$ cat src/design/bilateral_filter_5x5_unit_defines.svh
`ifndef BILATERAL_FILTER_5X5_UNIT_DEFINES_SVH
`define BILATERAL_FILTER_5X5_UNIT_DEFINES_SVH

// Same-cycle implication, checked on clk, off while rst_n is low
`define BFU_ASSERT_IMPL(lbl, ante, cons) \
    lbl: assert property (@(posedge clk) disable iff (!rst_n) (ante) |-> (cons)) \
        else $error("assertion failed");

// Next-cycle implication, checked on clk, off while rst_n is low
`define BFU_ASSERT_NEXT(lbl, ante, cons) \
    lbl: assert property (@(posedge clk) disable iff (!rst_n) (ante) |=> (cons)) \
        else $error("assertion failed");

`endif

$ cat src/design/bfu_pkg.sv
package bfu_pkg;

    localparam int WINDOW_DEF   = 5;
    localparam int MAX_LINE_DEF = 2048;
    localparam int NUM_CH       = 3;
    localparam int PIX_W        = 8;
    localparam int WGT_W        = 16;
    localparam int TAB_AW       = 8;
    localparam int CFG_AW       = 3;
    localparam int CFG_DW       = 16;
    localparam int LINE_W_W     = 12;
    localparam int COL_W        = 11;
    localparam int ROW_W        = 16;
    localparam int NUM_SW       = 6;

    localparam logic [CFG_AW-1:0] CFG_LINE_WIDTH = 3'd0;
    localparam logic [CFG_AW-1:0] CFG_CHAN_COUNT = 3'd1;
    localparam logic [CFG_AW-1:0] CFG_SW_BASE    = 3'd2;

    // spatial weight classes by squared tap distance
    localparam logic [2:0] SWC_R0   = 3'd0;
    localparam logic [2:0] SWC_R1   = 3'd1;
    localparam logic [2:0] SWC_R2   = 3'd2;
    localparam logic [2:0] SWC_R4   = 3'd3;
    localparam logic [2:0] SWC_R5   = 3'd4;
    localparam logic [2:0] SWC_R8   = 3'd5;
    localparam logic [2:0] SWC_NONE = 3'd6;

    typedef struct packed {
        logic                    start;
        logic                    tab_we;
        logic [TAB_AW-1:0]       tab_addr;
        logic [WGT_W-1:0]        tab_data;
    } lane_ctl_t;

    typedef struct packed {
        logic                    done;
        logic [PIX_W-1:0]        result;
    } lane_sts_t;

    function automatic logic [2:0] sw_class(input int i, input int j, input int rad);
        int d2;
        d2 = (i - rad) * (i - rad) + (j - rad) * (j - rad);
        case (d2)
            0:       return SWC_R0;
            1:       return SWC_R1;
            2:       return SWC_R2;
            4:       return SWC_R4;
            5:       return SWC_R5;
            8:       return SWC_R8;
            default: return SWC_NONE;
        endcase
    endfunction

endpackage

$ cat src/design/bfu_merge.sv
module bfu_merge (
    input  logic                            clk,
    input  logic                            rst_n,
    input  logic                            load,
    input  logic [bfu_pkg::PIX_W-1:0]       res [bfu_pkg::NUM_CH],
    input  logic [1:0]                      chan_cnt,
    input  logic [bfu_pkg::COL_W-1:0]       col,
    input  logic [bfu_pkg::ROW_W-1:0]       row,
    output logic                            free,
    output logic [55:0]                     m_tdata,  // out_col, out_row, out_c0..out_c2
    output logic                            m_tvalid,
    input  logic                            m_tready
);
    import bfu_pkg::*;

    logic             valid_reg;
    logic [55:0]      data_reg;
    logic [PIX_W-1:0] ch_val [NUM_CH];

    always_comb
    begin
        for (int c = 0; c < NUM_CH; c++)
        begin
            ch_val[c] = (2'(c) < chan_cnt) ? res[c] : '0;
        end
    end

    assign free = !valid_reg || m_tready;

    always_ff @(posedge clk or negedge rst_n)
    begin
        if (!rst_n)
        begin
            valid_reg <= 1'b0;
        end
        else if (load)
        begin
            valid_reg <= 1'b1;
        end
        else if (m_tready)
        begin
            valid_reg <= 1'b0;
        end
    end

    always_ff @(posedge clk)
    begin
        if (load)
        begin
            data_reg <= {5'd0, ch_val[2], ch_val[1], ch_val[0], row, col};
        end
    end

    assign m_tvalid = valid_reg;
    assign m_tdata  = data_reg;

endmodule

$ cat config.mk
export PLATFORM = sky130hd
export DESIGN_NAME = bfu_merge
export DESIGN_NICKNAME = d
export VERILOG_FILES = /design/src/design/bilateral_filter_5x5_unit_defines.svh /design/src/design/bfu_pkg.sv /design/src/design/bfu_merge.sv
export SDC_FILE = /design/constraint.sdc
export NUM_CORES = 1
export LEC_CHECK = 0
export ABC_AREA = 1
export BUFFER_PORTS_ARGS = -buffer_cell sky130_fd_sc_hd__buf_2
export CAP_MARGIN = 25
export CORE_MARGIN = 2
export CORE_UTILIZATION = 38
export CTS_CLUSTER_SIZE = 16
export DETAILED_ROUTE_END_ITERATION = 10
export PLACE_DENSITY = 0.72
export REMOVE_ABC_BUFFERS = 1
export SETUP_SLACK_MARGIN = 0.1
export SLEW_MARGIN = 20
export SYNTH_ARGS = -nofsm -noshare
export SYNTH_HDL_FRONTEND = slang
export SYNTH_SLANG_ARGS = --single-unit
$ cat constraint.sdc
create_clock -name clk -period 0.8 [get_ports clk]
set_input_delay 0.16 -clock clk [delete_from_list [all_inputs] [get_ports clk]]
set_output_delay 0.16 -clock clk [all_outputs]
set_load 0.01 [all_outputs]
After elaboration in Yosys (flattened, before gate mapping)
Cells that the tools add are included.

Word-level logic and storage cells: 13. Flip-flop bits (word level): 52. Input port bits: 57. Output and inout bits: 58.

Multiplexer cells: 2. Magnitude comparators: 3. Reduce and logical (&&, ||, !) cells: 3.

Operators by type and width (number): $lt 1x2->1 const A (2); $lt 2x2->1 const A (1); $mux 1 (2); $reduce_bool 2->1 (1); $logic_not 1->1 (1); $logic_or 1x1->1 (1).

Depth between registers and ports, before layout
Gate-level depths: netlist of run 1.

Depth in word-level cells: 2. Gate-level depth with buffers: 3.

Worst setup path before layout of run 1
No wires, ideal clock.

Path type: input port to flip-flop. From: in chan_cnt[1]. To: reg data_reg[27] (netlist: m_tdata[27]) (data pin). Stages on the path: 3. Data arrival time: 0.487 ns. Required time: 0.543 ns. Path slack: 0.056 ns. Cell sequence: buf_6 > nor2_4 > nor2_1.

Word-level cells in the longest chain between the ends: 1.

RTL lines: start, declared (line bfu_merge.sv:6) `input logic [1:0] chan_cnt,`; $lt 1x2->1 (line bfu_merge.sv:24) `ch_val[c] = (2'(c) < chan_cnt) ? res[c] : '0;`; end signal, assigned (line bfu_merge.sv:50) `data_reg <= {5'd0, ch_val[2], ch_val[1], ch_val[0], row, col};`; end, declared (line bfu_merge.sv:17) `logic [55:0] data_reg;`.

Every way passes these cells. A chain may end at the register's enable or synchronous reset.

Worst setup path after layout of run 1
From: reg valid_reg (netlist: m_tvalid). To: out free.

Word-level cells in the longest chain between the ends: 2.

RTL lines: start, declared (line bfu_merge.sv:16) `logic valid_reg;`; start signal, assigned (line bfu_merge.sv:34) `valid_reg <= 1'b0;`; start signal, assigned (line bfu_merge.sv:38) `valid_reg <= 1'b1;`; start signal, assigned (line bfu_merge.sv:42) `valid_reg <= 1'b0;`; $logic_not 1->1 (line bfu_merge.sv:28) `assign free = !valid_reg || m_tready;`; $logic_or 1x1->1 (line bfu_merge.sv:28); end, declared (line bfu_merge.sv:9) `output logic free,`.

Every way passes these cells.

==> results of run 1 <==
[report_power, final]
part           internal, µW  leakage, µW  switching [µW]
logic                   295     0.000701             352
registers              3220     0.000506            50.3
clock network          1250    0.0000654             767
total                  4770      0.00127            1170
[cells in the mapped netlist]
| master | instances | area, µm² |
|---|---|---|
| edfxtp_1 | 51 | 1531 |
| inv_1 | 26 | 97.59 |
| conb_1 | 1 | 3.750 |
| nand2_4 | 1 | 11.26 |
| nor2_2 | 8 | 50.05 |
| buf_4 | 5 | 37.54 |
| nand2_1 | 10 | 37.54 |
| buf_6 | 1 | 11.26 |
| nor2_1 | 8 | 30.03 |
| nor2_4 | 1 | 11.26 |
| dfrtp_1 | 1 | 25.02 |
[metrics by stage]
step	power, µW	hold WS [ns]	TNS (ns)
6_report	5936	0.03623	-8.648
2_1_floorplan	3547	-0.1356	0
4_1_cts	5997	0.02320	-9.494
5_1_grt	6166	0.02145	-10.80
3_3_place_gp	3967	-0.06521	-0.8648
3_5_place_dp	3985	-0.06392	-0.6306
[what timing repair did]
action                                  CTS  global route
pin swaps                                 1             0
endpoints found under the setup margin   53            53
setup buffers                             0             0
gates resized for setup                   0             2
hold buffers                              1             0
endpoints found under the hold margin     1             0
[registers in the layout, summed over array words and instances, names as in the netlist]
| register | count |
|---|---|
| m_tdata | 51 |
| m_tvalid | 1 |
[cell usage in the layout, fill, tap and decap left out]
cell type        n
nor2_4           1
dfrtp_1          1
clkbuf_8         5
dlygate4sd3_1    1
nor2_1           8
buf_6            1
nand2_4          1
clkbuf_1         1
nand2_2          1
buf_4            2
buf_2          108
bufinv_16        2
inv_1           26
conb_1           5
edfxtp_1        51
buf_12           2
nand2_1          9
nor2_2           8
[worst max-delay path, delay by kind of cell (launching register included)]
kind,cells,cell delay [ns]
buf+inv,1,0.10
flops,1,0.39
simple gates,1,0.08
[metal layers]
layer	vias to the layer above	track usage	routed length, µm
li1	592	-	-
met1	544	0.1518	1385
met2	76	0.2183	1764
met3	11	0.03978	367
met4	0	0.06667	73
met5	-	0	0
[cells by family after synthesis]
group / count (synthesis) / share of synthesized area
AND/OR/NAND/NOR: 28 / 0.07588
other: 1 / 0.002031
flip-flops: 52 / 0.8428
buffers and inverters: 32 / 0.07927
[final timing paths]
| check | cells after the start | end | slack (ns) | startpoint |
|---|---|---|---|---|
| setup / recovery | 2 | free | -0.22 | m_tvalid$_DFFE_PN0P_ |
| hold / removal | 1 | m_tdata[25]$_DFFE_PP_ | 0.04 | row[14] |
| setup reg to reg | 2 | m_tvalid$_DFFE_PN0P_ | 0.18 | m_tvalid$_DFFE_PN0P_ |
| hold reg to reg | 2 | m_tvalid$_DFFE_PN0P_ | 0.51 | m_tvalid$_DFFE_PN0P_ |
| max in group asynchronous | 2 | m_tvalid$_DFFE_PN0P_ | 0.55 | rst_n |
| min in group asynchronous | 2 | m_tvalid$_DFFE_PN0P_ | 0.17 | rst_n |
[layout make-up]
cell class / count / area [µm²]
multi-input combinational: 33 / 161.4
timing repair buffer: 114 / 616.8
sequential: 52 / 1556
clock buffer: 6 / 72.57
tap: 54 / 67.56
clock inverter: 2 / 60.06
inverter: 26 / 97.59
fill: 406 / 2059
==> summary.txt, run 1 <==
Run status
  – Status: complete, but fails checks
  – Violated checks: negative setup slack

Synth
  – Syn Area/Cell: 16.34 µm²
  – FF+latch count, synth: 52
  – Part of the Yosys area used for sequential elements: 0.8428
  – Ys Warns: 0
  – Synth Cell Area: 1847 µm²
  – Yosys cell types: 11
  – Syn Inst Count: 113

Detailed routing
  – Detailed Route WL: 3591 µm
  – Average wire per standard cell: 12.51 µm
  – DR vias: 1,223
  – DR iter-0 viols: 74
  – Via density per instance: 4.261
  – TritonRoute pass-1 iters: 4
  – Residual DRC: 0
  – Antenna Violating Nets Remaining: 0

Placed design
  – Pre-CTS WS: -0.05655 ns
  – Port buffer count: 109
  – Inst Count DP: 278
  – Post-DP Area: 2481 µm²
  – GPL Wtd Cong: 0.6993
  – Final HPWL DP: 2855 µm

CTS
  – Maximum root-to-sink buffer count: 2
  – CTS clock-pin slew for the worst setup and hold paths: 0.09 ns
  – CTS Sinks: 52
  – Clock latency at the later pin of the worst-skew pair: 0.29 ns
  – TritonCTS clock tree: yes
  – Root buffer cell: clkbuf_8
  – CTS Buf Count: 5
  – CTS H-tree depth: 2

Floorplanning
  – Die area: 5434 µm²
  – DIE HEIGHT: 73.72 µm
  – Initial core utilization: 0.3936
  – Die W: 73.72 µm
  – Area of the core: 4692 µm²
  – Row count: 25
  – I/O pin count: 115

Power
  – Pwr Density: 2255 nW/µm²
  – Pleak: 0.001272 µW
  – Max VDD drop: 1.078 mV

STA
  – Final Cycle Share: 1.277
  – Clk_skew: 0 ns
  – RSZ-0062 raised after global routing: true
  – Final Hold Fails: 0
  – Final-report setup violation count: 53
  – Final slew viol count: 0
  – Final worst slack: -0.2218 ns
  – Fmax: 978.7 MHz
  – Tmin final: 1.022 ns

Critical path
  – CP Launch Type: register
  – CP max FO: 2
  – Worst path arrival time: 0.86 ns
  – WS Path Type: reg -> out
  – Critical path capture point type: primary output
  – CP max stage delay: 0.39 ns
  – WP data required: 0.64 ns
  – Slowest-stage cell, CP: dfrtp_1
  – Crit path cell chain: nand2_2 > buf_6

GRT
  – Total congestion overflow: 0
  – Largest net degree at the start of global routing: 25
  – First-pass GRT wire length: 5209 µm
  – Initial antenna violation count: 0
  – Total track usage: 0.1310
  – Vias in the first global route: 1,161

Layout
  – Antenna cells: 0
  – Area Overhead vs Synth: 42.55%
  – Non-Filler Cell Area, Final: 2633 µm²
  – Layout cell share with drive strength beyond 1: 0.5622
  – Nets: 289
  – Core Util, Final: 0.5611
  – Final non-filler cell total: 287

Job
  – Max Cap Violations: 0

Hold path
  – Min-Delay Path Class: in -> reg
(Power assumes the default switching activity.)
==> run 2: changes to the inputs <==
- RECOVER_POWER: unset -> 50
==> run 2 against run 1 <==
The flow still finishes with violations (negative setup slack). Final cell count unchanged. Critical path depth did not move. Non-clock buffer count unchanged. Largest cell class unchanged. Sequential power about the same. Sequential share of layout area up 0.60 points.
==> summary.txt, run 2 (same netlist as run 1, synthesis figures left out) <==
Floorplanning
  – I/O pin count: 115
  – DIE HEIGHT: 73.72 µm
  – Die W: 73.72 µm
  – Area of the core: 4692 µm²
  – Row count: 25
  – Die area: 5434 µm²
  – Initial core utilization: 0.3936

STA
  – Final worst slack: -0.2217 ns
  – RSZ-0062 raised after global routing: true
  – Final-report setup violation count: 53
  – Final Hold Fails: 0
  – Tmin final: 1.022 ns
  – Final slew viol count: 0
  – Setup TNS: -8.680 ns
  – Final Cycle Share: 1.277
  – Hold WS: 0.03526 ns
  – Fmax: 978.8 MHz
  – Clk_skew: 0 ns

Detailed routing
  – DR vias: 1,226
  – Antenna Violating Nets Remaining: 0
  – TritonRoute pass-1 iters: 4
  – Via density per instance: 4.272
  – Average wire per standard cell: 12.52 µm
  – DR iter-0 viols: 69
  – Detailed Route WL: 3592 µm
  – Residual DRC: 0

CTS
  – CTS H-tree depth: 2
  – Maximum root-to-sink buffer count: 2
  – CTS clock-pin slew for the worst setup and hold paths: 0.09 ns
  – TritonCTS clock tree: yes
  – CTS Buf Count: 5
  – # Post-CTS Setup Buffers: 0
  – Root buffer cell: clkbuf_8
  – Clock latency at the later pin of the worst-skew pair: 0.29 ns
  – CTS Sinks: 52

Critical path
  – Reg2Reg Depth: 2
  – CP max FO: 2
  – WS Path Type: reg -> out
  – FF-to-FF Start: m_tvalid$_DFFE_PN0P_
  – CP Launch Type: register
  – WP data required: 0.64 ns
  – Worst R2R End: m_tvalid$_DFFE_PN0P_
  – CP Launch Point: m_tvalid$_DFFE_PN0P_
  – Critical path capture point type: primary output
  – R2r setup slk: 0.18 ns
  – Worst path arrival time: 0.86 ns

Layout
  – Core Util, Final: 0.5555
  – Max reg flops: 51
  – Nets: 289
  – Area Overhead vs Synth: 41.12%
  – Layout cell share with drive strength beyond 1: 0.5451
  – Antenna cells: 0
  – Commonest non-fill, non-tap cell in the layout: buf_2
  – Most frequent cells in the layout: buf_2 (106), edfxtp_1 (51), inv_1 (26), nand2_1 (10)

Placed design
  – GPL Wtd Cong: 0.6993
  – Port buffer count: 109
  – Pre-CTS WS: -0.05655 ns
  – Final HPWL DP: 2855 µm

GRT
  – Initial antenna violation count: 0
  – Vias in the first global route: 1,161
  – Total track usage: 0.1310
  – First-pass GRT wire length: 5209 µm
  – Largest net degree at the start of global routing: 25
  – Total congestion overflow: 0

Run status
  – Status: complete, but fails checks
  – Violated checks: negative setup slack

Power
  – Pwr Total: 5923 µW
  – Pwr Density: 2273 nW/µm²
  – Pleak: 0.001254 µW
  – Max VDD drop: 1.078 mV

Hold path
  – Min-Delay Path Class: in -> reg
  – Hold Crit Endpoint: m_tdata[25]$_DFFE_PP_
  – Hold path depth: 1
  – Startpoint of the most critical hold path: row[14]

Job
  – Max Cap Violations: 0
run 2: cell types whose count changed in the layout (fill, tap and decap cells not counted):
cell,before,now
buf_4,2,1
nand2_4,1,0
clkbuf_4,0,1
buf_2,108,106
clkbuf_1,1,4
nand2_1,9,10
buf_12,2,1
run 2: critical path: stages (launching register included):
cell and delay (ns):
dfrtp_1 0.39, nand2_2 0.08, buf_6 0.10
run 2: layer usage:
metal	routed length, µm	global-route usage	up-vias
li1	-	-	591
met1	1358	0.1518	550
met4	68	0.06667	0
met5	0	0	-
met3	378	0.03978	9
met2	1787	0.2183	76
run 2: power breakdown:
group	internal (µW)	switching, µW
combinational	283	347
sequential	3220	50.7
clock	1250	769
total	4760	1170
run 2: layout make-up:
class                   instances  area (µm²)
clock inverters                 2       60.06
clock buffers                   6       72.57
well taps                      54       67.56
inverters                      26       97.59
fillers                       410        2086
repair buffers                114       598.1
multi-input cells              33       153.9
flip-flops and latches         52        1556
run 2: worst max path at each step:
| stage | endpoint | slack, ns | depth (start not counted) |
|---|---|---|---|
| final | free | -0.22 | 2 |
| after global routing | free | -0.28 | 2 |
| after CTS | free | -0.24 | 2 |
| after detailed placement | m_tdata[29]$_SDFFCE_PP0P_ | -0.06 | 3 |
| after global placement | m_tdata[31]$_SDFFCE_PP0P_ | -0.02 | 3 |
| after floorplan | m_tvalid$_DFFE_PN0P_ | 0.1 | 2 |
run 2: repair_timing:
action | in CTS | in global routing
hold buffers | 1 | 0
pin swaps | 1 | 0
setup endpoints to repair | 53 | 53
endpoints found under the hold margin | 1 | 0
gates resized for setup | 0 | 2
run 2: through the flow:
step	std cells	instance area [µm²]
after global routing	287	2606
after detailed placement	278	2481
after floorplan	111	1813
final	287	2606
after CTS	287	2624
after global placement	278	2481
